[src/rtl/core/rnot_pkg.sv]
// Shared types, constants and codes for the ReLU neuron online trainer.
// Used by every module of the block; depends on nothing else.
`default_nettype none

package rnot_pkg;

	// Number of weights held by the neuron
	localparam int FEATURES = 2;
	localparam int IDX_W    = (FEATURES > 1) ? $clog2(FEATURES) : 1;
	localparam logic [IDX_W-1:0] LAST_IDX = IDX_W'(FEATURES - 1);
	// Position of the second weight (reads as zero when only one weight exists)
	localparam int WB_IDX   = (FEATURES > 1) ? 1 : 0;

	// Configuration port
	localparam int ADDR_W = 4;
	localparam int DATA_W = 32;
	localparam logic [15:0] RATE_RESET = 16'd66;

	// Request mode codes
	localparam logic [1:0] MODE_TRAIN  = 2'd1;
	localparam logic [1:0] MODE_RELOAD = 2'd2;

	// Register indexes (byte address 4*index)
	typedef enum logic [1:0] {
		REG_RATE,
		REG_INIT_A,
		REG_INIT_B,
		REG_INIT_BIAS
	} reg_idx_t;

	typedef struct packed {
		logic [1:0]         mode;
		logic signed [15:0] sample_a;
		logic signed [15:0] sample_b;
		logic signed [15:0] goal;
	} req_t;

	typedef struct packed {
		logic [14:0]        prediction;
		logic signed [23:0] weight_a_now;
		logic signed [23:0] weight_b_now;
		logic signed [23:0] bias_now;
		logic               clipped;
	} rsp_t;

	typedef struct packed {
		logic [15:0]        learn_rate;
		logic signed [23:0] init_weight_a;
		logic signed [23:0] init_weight_b;
		logic signed [23:0] init_bias;
	} cfg_t;

	// Controller to datapath commands
	typedef struct packed {
		logic             load;
		logic             dot_mul;
		logic             acc_add;
		logic             rnd;
		logic             rate_mul;
		logic             bias_upd;
		logic             upd_mul;
		logic             upd_add;
		logic             out_load;
		logic [IDX_W-1:0] idx;
	} cmd_t;

	// Datapath to controller status
	typedef struct packed {
		logic train;
	} sts_t;

	typedef enum logic [3:0] {
		ST_IDLE,
		ST_DOT,
		ST_ACC,
		ST_RND,
		ST_RATE,
		ST_BIAS,
		ST_UMUL,
		ST_UADD,
		ST_DONE
	} state_t;

endpackage

`default_nettype wire

[src/rtl/core/rnot_regs.sv]
// Configuration register file behind the APB-style port.
// Depends on rnot_pkg for the register codes and the cfg_t bundle.
`default_nettype none

module rnot_regs (
	input  logic                        clk,
	input  logic                        arst_n,
	input  logic                        psel,
	input  logic                        penable,
	input  logic                        pwrite,
	input  logic [rnot_pkg::ADDR_W-1:0] paddr,
	input  logic [rnot_pkg::DATA_W-1:0] pwdata,
	output logic [rnot_pkg::DATA_W-1:0] prdata,
	output logic                        pready,
	output rnot_pkg::cfg_t              cfg
);

	rnot_pkg::cfg_t     cfg_q;
	rnot_pkg::reg_idx_t sel;
	logic               wr_en;

	assign sel    = rnot_pkg::reg_idx_t'(paddr[3:2]);
	assign wr_en  = psel & penable & pwrite;
	assign pready = 1'b1;
	assign cfg    = cfg_q;

	// Register writes in the access phase
	always_ff @(posedge clk or negedge arst_n) begin
		if (!arst_n) begin
			cfg_q.learn_rate    <= rnot_pkg::RATE_RESET;
			cfg_q.init_weight_a <= '0;
			cfg_q.init_weight_b <= '0;
			cfg_q.init_bias     <= '0;
		end else if (wr_en) begin
			case (sel)
				rnot_pkg::REG_RATE:      cfg_q.learn_rate    <= pwdata[15:0];
				rnot_pkg::REG_INIT_A:    cfg_q.init_weight_a <= pwdata[23:0];
				rnot_pkg::REG_INIT_B:    cfg_q.init_weight_b <= pwdata[23:0];
				rnot_pkg::REG_INIT_BIAS: cfg_q.init_bias     <= pwdata[23:0];
				default: ;
			endcase
		end
	end

	// Read mux; signed registers come back sign extended
	always_comb begin
		case (sel)
			rnot_pkg::REG_RATE:
				prdata = {16'b0, cfg_q.learn_rate};
			rnot_pkg::REG_INIT_A:
				prdata = {{8{cfg_q.init_weight_a[23]}}, cfg_q.init_weight_a};
			rnot_pkg::REG_INIT_B:
				prdata = {{8{cfg_q.init_weight_b[23]}}, cfg_q.init_weight_b};
			rnot_pkg::REG_INIT_BIAS:
				prdata = {{8{cfg_q.init_bias[23]}}, cfg_q.init_bias};
			default:
				prdata = '0;
		endcase
	end

endmodule

`default_nettype wire

[src/rtl/core/rnot_ctrl.sv]
// Sequencing state machine for the neuron: steps the shared multiplier
// through dot product, rounding, error scaling and weight updates.
// Depends on rnot_pkg for state, command and status types.
`default_nettype none

module rnot_ctrl (
	input  logic           clk,
	input  logic           arst_n,
	input  logic           req_valid,
	output logic           req_ready,
	output logic           rsp_valid,
	input  logic           rsp_ready,
	input  rnot_pkg::sts_t sts,
	output rnot_pkg::cmd_t cmd
);

	rnot_pkg::state_t            state_q;
	rnot_pkg::state_t            state_d;
	logic [rnot_pkg::IDX_W-1:0]  idx_q;
	logic                        rsp_valid_q;
	logic                        idx_last;
	logic                        out_free;

	assign idx_last  = (idx_q == rnot_pkg::LAST_IDX);
	assign out_free  = !rsp_valid_q || rsp_ready;
	assign req_ready = (state_q == rnot_pkg::ST_IDLE);
	assign rsp_valid = rsp_valid_q;

	// Next state
	always_comb begin
		state_d = state_q;
		case (state_q)
			rnot_pkg::ST_IDLE: if (req_valid) state_d = rnot_pkg::ST_DOT;
			rnot_pkg::ST_DOT:  if (idx_last) state_d = rnot_pkg::ST_ACC;
			rnot_pkg::ST_ACC:  state_d = rnot_pkg::ST_RND;
			rnot_pkg::ST_RND:  state_d = sts.train ? rnot_pkg::ST_RATE : rnot_pkg::ST_DONE;
			rnot_pkg::ST_RATE: state_d = rnot_pkg::ST_BIAS;
			rnot_pkg::ST_BIAS: state_d = rnot_pkg::ST_UMUL;
			rnot_pkg::ST_UMUL: state_d = rnot_pkg::ST_UADD;
			rnot_pkg::ST_UADD: state_d = idx_last ? rnot_pkg::ST_DONE : rnot_pkg::ST_UMUL;
			rnot_pkg::ST_DONE: if (out_free) state_d = rnot_pkg::ST_IDLE;
			default:           state_d = rnot_pkg::ST_IDLE;
		endcase
	end

	// Command decode
	always_comb begin
		cmd     = '0;
		cmd.idx = idx_q;
		case (state_q)
			rnot_pkg::ST_IDLE: cmd.load = req_valid;
			rnot_pkg::ST_DOT: begin
				cmd.dot_mul = 1'b1;
				cmd.acc_add = (idx_q != '0);
			end
			rnot_pkg::ST_ACC:  cmd.acc_add  = 1'b1;
			rnot_pkg::ST_RND:  cmd.rnd      = 1'b1;
			rnot_pkg::ST_RATE: cmd.rate_mul = 1'b1;
			rnot_pkg::ST_BIAS: cmd.bias_upd = 1'b1;
			rnot_pkg::ST_UMUL: cmd.upd_mul  = 1'b1;
			rnot_pkg::ST_UADD: cmd.upd_add  = 1'b1;
			rnot_pkg::ST_DONE: cmd.out_load = out_free;
			default: ;
		endcase
	end

	// State, feature counter and output valid
	always_ff @(posedge clk or negedge arst_n) begin
		if (!arst_n) begin
			state_q     <= rnot_pkg::ST_IDLE;
			idx_q       <= '0;
			rsp_valid_q <= 1'b0;
		end else begin
			state_q <= state_d;
			// counter wraps after the last weight, ready for the next pass
			if (state_q == rnot_pkg::ST_DOT || state_q == rnot_pkg::ST_UADD) begin
				idx_q <= idx_last ? '0 : idx_q + 1'b1;
			end else if (state_q == rnot_pkg::ST_IDLE) begin
				idx_q <= '0;
			end
			if (cmd.out_load) begin
				rsp_valid_q <= 1'b1;
			end else if (rsp_ready) begin
				rsp_valid_q <= 1'b0;
			end
		end
	end

endmodule

`default_nettype wire

[src/rtl/core/rnot_dp.sv]
// Datapath: weight and bias storage, one shared signed multiplier,
// accumulator, rounding, saturation and the output register.
// Depends on rnot_pkg for payload, config and command types.
`default_nettype none

module rnot_dp (
	input  logic           clk,
	input  logic           arst_n,
	input  rnot_pkg::req_t req_data,
	input  rnot_pkg::cfg_t cfg,
	input  rnot_pkg::cmd_t cmd,
	output rnot_pkg::sts_t sts,
	output rnot_pkg::rsp_t rsp_data
);

	// Saturate a widened sum to the signed 24-bit weight range
	function automatic logic signed [23:0] sat_w(input logic signed [33:0] v);
		logic signed [23:0] r;
		if (v > 34'sd8388607) begin
			r = 24'sh7FFFFF;
		end else if (v < -34'sd8388608) begin
			r = 24'sh800000;
		end else begin
			r = v[23:0];
		end
		return r;
	endfunction

	function automatic logic ovf_w(input logic signed [33:0] v);
		return (v > 34'sd8388607) || (v < -34'sd8388608);
	endfunction

	// Feature by index; weights beyond the second see zero
	function automatic logic signed [15:0] feature(
		input rnot_pkg::req_t           r,
		input logic [rnot_pkg::IDX_W-1:0] i
	);
		logic signed [15:0] f;
		if (i == '0) begin
			f = r.sample_a;
		end else if (i == rnot_pkg::IDX_W'(1)) begin
			f = r.sample_b;
		end else begin
			f = '0;
		end
		return f;
	endfunction

	rnot_pkg::req_t     item_q;
	rnot_pkg::rsp_t     rsp_q;
	logic signed [23:0] weight_q [rnot_pkg::FEATURES];
	logic signed [23:0] bias_q;
	logic signed [41:0] acc_q;
	logic signed [48:0] prod_q;
	logic signed [32:0] re_q;
	logic [14:0]        pred_q;
	logic               clip_q;

	logic signed [15:0] x_sel;
	logic signed [23:0] w_cur;
	logic signed [32:0] mul_a;
	logic signed [23:0] mul_b;
	logic signed [56:0] product;
	logic signed [16:0] err;
	logic signed [41:0] rsum;
	logic signed [25:0] rval;
	logic               pred_neg;
	logic               pred_ovf;
	logic signed [33:0] bias_sum;
	logic signed [33:0] w_sum;

	assign x_sel = feature(item_q, cmd.idx);
	assign w_cur = weight_q[cmd.idx];
	assign err   = {item_q.goal[15], item_q.goal} - {2'b00, pred_q};

	// Shared multiplier operand select
	always_comb begin
		if (cmd.rate_mul) begin
			mul_a = {{16{err[16]}}, err};
			mul_b = {8'b0, cfg.learn_rate};
		end else if (cmd.upd_mul) begin
			mul_a = re_q;
			mul_b = {{8{x_sel[15]}}, x_sel};
		end else begin
			mul_a = {{17{x_sel[15]}}, x_sel};
			mul_b = w_cur;
		end
	end

	assign product = mul_a * mul_b;

	// Prediction: round to nearest (ties up), then ReLU and clamp
	assign rsum     = acc_q + 42'sd32768;
	assign rval     = rsum[41:16];
	assign pred_neg = rval[25];
	assign pred_ovf = !rval[25] && (|rval[24:15]);

	// Bias step: bias + round(rate*err / 2^8)
	assign bias_sum = {{10{bias_q[23]}}, bias_q} + {{9{prod_q[32]}}, prod_q[32:8]}
		+ {33'b0, prod_q[7]};

	// Weight step: w + round(rate*err*x / 2^16)
	assign w_sum = {{10{w_cur[23]}}, w_cur} + {prod_q[48], prod_q[48:16]}
		+ {33'b0, prod_q[15]};

	assign sts.train = (item_q.mode == rnot_pkg::MODE_TRAIN);
	assign rsp_data  = rsp_q;

	// Working registers and output register
	always_ff @(posedge clk) begin
		if (cmd.load) begin
			item_q <= req_data;
			acc_q  <= {{10{bias_q[23]}}, bias_q, 8'b0};
			clip_q <= 1'b0;
		end
		if (cmd.dot_mul || cmd.rate_mul || cmd.upd_mul) begin
			prod_q <= product[48:0];
		end
		if (cmd.acc_add) begin
			acc_q <= acc_q + prod_q[41:0];
		end
		if (cmd.rnd) begin
			if (pred_neg) begin
				pred_q <= '0;
			end else if (pred_ovf) begin
				pred_q <= 15'h7FFF;
			end else begin
				pred_q <= rval[14:0];
			end
			clip_q <= pred_ovf;
		end
		if (cmd.bias_upd) begin
			re_q   <= prod_q[32:0];
			clip_q <= clip_q | ovf_w(bias_sum);
		end
		if (cmd.upd_add) begin
			clip_q <= clip_q | ovf_w(w_sum);
		end
		if (cmd.out_load) begin
			rsp_q.prediction   <= pred_q;
			rsp_q.weight_a_now <= weight_q[0];
			rsp_q.weight_b_now <= (rnot_pkg::FEATURES > 1) ? weight_q[rnot_pkg::WB_IDX] : '0;
			rsp_q.bias_now     <= bias_q;
			rsp_q.clipped      <= clip_q;
		end
	end

	// Neuron state: training updates and reload from the init registers
	always_ff @(posedge clk or negedge arst_n) begin
		if (!arst_n) begin
			for (int i = 0; i < rnot_pkg::FEATURES; i++) begin
				weight_q[i] <= '0;
			end
			bias_q <= '0;
		end else begin
			if (cmd.rnd && item_q.mode == rnot_pkg::MODE_RELOAD) begin
				for (int i = 0; i < rnot_pkg::FEATURES; i++) begin
					if (i == 0) begin
						weight_q[i] <= cfg.init_weight_a;
					end else if (i == 1) begin
						weight_q[i] <= cfg.init_weight_b;
					end else begin
						weight_q[i] <= '0;
					end
				end
				bias_q <= cfg.init_bias;
			end
			if (cmd.bias_upd) begin
				bias_q <= sat_w(bias_sum);
			end
			if (cmd.upd_add) begin
				weight_q[cmd.idx] <= sat_w(w_sum);
			end
		end
	end

endmodule

`default_nettype wire

[src/rtl/core/relu_neuron_online_trainer.sv]
// One ReLU neuron with online delta-rule training. Each request gives a
// prediction, ReLU(sum of weight*feature + bias), from the weights held
// before the request. Mode 1 then moves every weight by rate*error*feature
// and the bias by rate*error (error = goal - prediction), mode 2 loads the
// weights and bias from the init registers, modes 0 and 3 only predict.
// All work runs through one shared 33x24 signed multiplier under a small
// sequencer, one request at a time: a request is accepted only in the idle
// state, to which the sequencer returns once the previous request has been
// worked through and its result has moved into the output register. A
// finished result waits there, so the next request is taken while it is
// still pending. Reset sets learn_rate to 66, the init registers to zero
// and the weights and bias to zero.
`default_nettype none

module relu_neuron_online_trainer (
	input  logic                        clk,
	input  logic                        arst_n,
	input  logic                        req_valid,
	output logic                        req_ready,
	input  rnot_pkg::req_t              req_data,
	output logic                        rsp_valid,
	input  logic                        rsp_ready,
	output rnot_pkg::rsp_t              rsp_data,
	input  logic                        psel,
	input  logic                        penable,
	input  logic                        pwrite,
	input  logic [rnot_pkg::ADDR_W-1:0] paddr,
	input  logic [rnot_pkg::DATA_W-1:0] pwdata,
	output logic [rnot_pkg::DATA_W-1:0] prdata,
	output logic                        pready
);

	rnot_pkg::cfg_t cfg;
	rnot_pkg::cmd_t cmd;
	rnot_pkg::sts_t sts;

	rnot_regs u_regs (
		.clk     (clk),
		.arst_n  (arst_n),
		.psel    (psel),
		.penable (penable),
		.pwrite  (pwrite),
		.paddr   (paddr),
		.pwdata  (pwdata),
		.prdata  (prdata),
		.pready  (pready),
		.cfg     (cfg)
	);

	rnot_ctrl u_ctrl (
		.clk       (clk),
		.arst_n    (arst_n),
		.req_valid (req_valid),
		.req_ready (req_ready),
		.rsp_valid (rsp_valid),
		.rsp_ready (rsp_ready),
		.sts       (sts),
		.cmd       (cmd)
	);

	rnot_dp u_dp (
		.clk      (clk),
		.arst_n   (arst_n),
		.req_data (req_data),
		.cfg      (cfg),
		.cmd      (cmd),
		.sts      (sts),
		.rsp_data (rsp_data)
	);

endmodule

`default_nettype wire

[config.mk]
export PLATFORM = sky130hd
export DESIGN_NAME = relu_neuron_online_trainer
export DESIGN_NICKNAME = d
export VERILOG_FILES = /design/src/rtl/core/rnot_pkg.sv /design/src/rtl/core/rnot_regs.sv /design/src/rtl/core/rnot_ctrl.sv /design/src/rtl/core/rnot_dp.sv /design/src/rtl/core/relu_neuron_online_trainer.sv
export SDC_FILE = /design/constraint.sdc
export NUM_CORES = 2
export LEC_CHECK = 0
export CAP_MARGIN = 15
export CORE_MARGIN = 10
export CORE_UTILIZATION = 50
export DETAILED_ROUTE_END_ITERATION = 10
export DONT_BUFFER_PORTS = 1
export GPL_ROUTABILITY_DRIVEN = 0
export GPL_TIMING_DRIVEN = 1
export PLACE_DENSITY = 0.76
export SETUP_SLACK_MARGIN = 0.1
export SYNTH_ARGS = -nofsm -noshare
export SYNTH_HDL_FRONTEND = slang
export SYNTH_SLANG_ARGS = --single-unit
[constraint.sdc]
create_clock -name clk -period 21 [get_ports clk]
set_clock_uncertainty 0.2 [all_clocks]
set_input_delay 3.15 -clock clk [delete_from_list [all_inputs] [get_ports clk]]
set_output_delay 3.15 -clock clk [all_outputs]
set_load 0.02 [all_outputs]
==> results.json <==
{
  "synthCells": 5187,
  "overflow": 0,
  "drive_gt1_share_pct": 6.90,
  "drtAntennaViolNets": 0,
  "ys.flop_type": "edfxtp_1",
  "rows": 115,
  "critPathMaxStageDelay_ns": 0.94,
  "worstSetupStartpointType": "register",
  "post_cts_resized": 0,
  "syn-cell-area_um2": 49500,
  "root_buffer": "clkbuf_16",
  "pin_count": 216,
  "cpLargestDelayFamily": "adder cells",
  "relSlewSlack_pct": 17.5,
  "gr-usage-all-layers_pct": 27.7,
  "yosysUniqueCellTypes": 82,
  "wire_per_inst_um": 24.5,
  "crit_type": "register to register",
  "fin_crit_sh_pct": 57.6,
  "maxCapViolCount": 0,
  "vias": 38783,
  "core-area_um2": 98300,
  "layout_min_cycle_time_ns": 12.09,
  "postCtsSetupRepairBufs": 0,
  "clk-insertion-delay-late_ns": 0.63,
  "hold_viol": 0,
  "num-fill-cells": 8387,
  "grt_pass1_wl_mm": 235,
  "drc_errors": 0,
  "holdBufCountCts": 0,
  "vias_per_cell": 6.07,
  "start_util_pct": 50.4,
  "seqCellArea_um2": 12500,
  "dieArea_um2": 112000,
  "tns_ns": 0,
  "cp.arrival_ns": 12.29,
  "drtPass1Iterations": 6,
  "critPathMaxFanout": 24,
  "syn_to_final_growth_pct": 5.81,
  "fp.dieH_um": 335,
  "htreeDepth": 2,
  "worst_pin_slew_ns": 1.24,
  "hp-class": "register to register",
  "cpMostUsedCell": "fa_1",
  "clock-sinks": 444,
  "path_clk_slew_ns": 0.06,
  "seq_area_frac_synth_pct": 25.3,
  "regToRegSetupSlack_ns": 8.91,
  "synth_seq_cells": 444,
  "setup_viol": 0,
  "maxSlewViolCount": 0,
  "multi_input_area_um2": 33100,
  "ctsLongestPathBuffers": 3,
  "grt_max_degree": 167,
  "place.port_buffers": 0,
  "rsz0062_at_grt": "no",
  "syn_avg_cell_area_um2": 9.55,
  "synth_warnings": 0,
  "worst_path_max_delay_cell": "and2_0",
  "endpoint_kind": "register",
  "nets": 6134,
  "status": "finished clean",
  "cts_tree": "built",
  "drtIter0Drc": 4618,
  "synth_nets": 6258,
  "fp.dieW_um": 335,
  "synth_edf_count": 278,
  "async_flop_share_pct": 37.4,
  "routed_wl_mm": 156,
  "numCtsBuffers": 44,
  "max_freq_ghz": 0.0827,
  "cp_data_required_time_ns": 21.21,
  "dp_hpwl_mm": 120,
  "path_buf_inv": 7,
  "grt_pass1_vias": 38695,
  "antenna_found_initial": 10
}
-- cell families after synthesis --
logic type / count (synthesis) / synth area share (%)
flip-flops: 444 / 25.3
AND/OR/NAND/NOR: 1583 / 13.8
multiplexers: 166 / 4.07
other: 1 / 0.00757
buffers and inverters: 1077 / 8.26
XOR/XNOR: 178 / 3.15
AO/OA/AOI/OAI: 760 / 9.82
adder cells (fa/ha/maj): 978 / 35.6
-- cells in the final DEF, fill, tap and decap left out, types with 44 or more instances in the layout --
cell type | Yosys | routed
dfrtp_1 | 164 | 162
xor2_1 | 62 | 62
edfxtp_1 | 278 | 278
clkbuf_16 | 0 | 45
o21ai_0 | 180 | 170
a21oi_1 | 206 | 202
fa_1 | 719 | 719
nor2_1 | 461 | 458
mux2_2 | 124 | 124
a211oi_1 | 63 | 63
inv_1 | 831 | 831
nand2_1 | 760 | 760
and2_1 | 55 | 54
nor3_1 | 47 | 44
xnor2_1 | 116 | 116
a21o_1 | 82 | 80
buf_4 | 9 | 75
ha_1 | 259 | 259
-- path summary, 6_finish.rpt --
path | cells past startpoint | endpoint | startpoint
max | 38 | u_dp.prod_q[48] | u_dp.item_q[0]
min | 0 | u_dp.rsp_data[75] | u_dp.pred_q[2]
max reg2reg | 38 | u_dp.prod_q[48] | u_dp.item_q[0]
max in group asynchronous | 0 | u_regs.cfg[78] | arst_n
min in group asynchronous | 0 | u_regs.cfg[76] | arst_n
min reg2reg | 0 | u_dp.rsp_data[75] | u_dp.pred_q[2]
-- synth_stat cells, drive strengths merged, types with 48 or more instances --
master	count	area, um^2
inv	831	3120
o21ai	187	936
edfxtp	278	8350
nand2	760	2850
a21o	82	616
xor2	62	543
clkbuf	218	818
mux2	124	1400
nor2	461	1730
nor3	48	245
fa	719	14400
and2	60	375
dfrtp	164	4100
xnor2	116	1020
a21oi	207	1050
ha	259	3240
a211oi	63	473
-- per-layer routing --
metal	vias to the layer above	global-route usage [%]	part of all wire [%]
li1	16474	-	-
met1	19227	35.0	36
met2	2468	41.3	43
met3	604	8.46	13
met4	10	17.3	7.5
met5	-	0	0.045
-- sequential cells by signal, summed over array words and instances (netlist names) --
| signal | cells |
|---|---|
| u_dp.rsp_data | 88 |
| u_regs.cfg | 88 |
| u_dp.item_q | 50 |
| u_dp.prod_q | 49 |
| u_dp.weight_q | 48 |
| u_dp.acc_q | 42 |
| u_dp.re_q | 33 |
| u_dp.bias_q | 24 |
| u_dp.pred_q | 15 |
| u_ctrl.state_q | 4 |
| u_ctrl.idx_last | 1 |
| u_ctrl.rsp_valid | 1 |
| u_dp.clip_q | 1 |
-- per-stage QoR --
| stage | cells | utilization [%] | hold WS, ns | area (um^2) | setup WS, ns |
|---|---|---|---|---|---|
| after detailed placement | 6302 | 51.7 | 0.235 | 50900 | 9.25 |
| final | 6394 | 53.3 | 0.252 | 52400 | 8.91 |
| after global placement | 6302 | 51.7 | 0.240 | 50900 | 9.51 |
| after CTS | 6384 | 53.3 | 0.251 | 52400 | 9.20 |
| after floorplan | 5187 | - | 0.226 | 49500 | 11.18 |
| after global routing | 6387 | 53.3 | 0.271 | 52400 | 8.56 |
-- cell type report --
type / count / area share (%)
Clock buffer: 51 / 2.21
Inverter: 831 / 5.95
Tap cell: 1287 / 3.07
Clock inverter: 31 / 0.640
Antenna cell: 8 / 0.0382
Sequential cell: 444 / 23.9
Multi-Input combinational cell: 3666 / 63.1
Timing Repair Buffer: 76 / 1.11
Power is left out: the tool's default activity adds up to more than one toggle a clock period on the data nets, which glitch-free logic cannot reach.
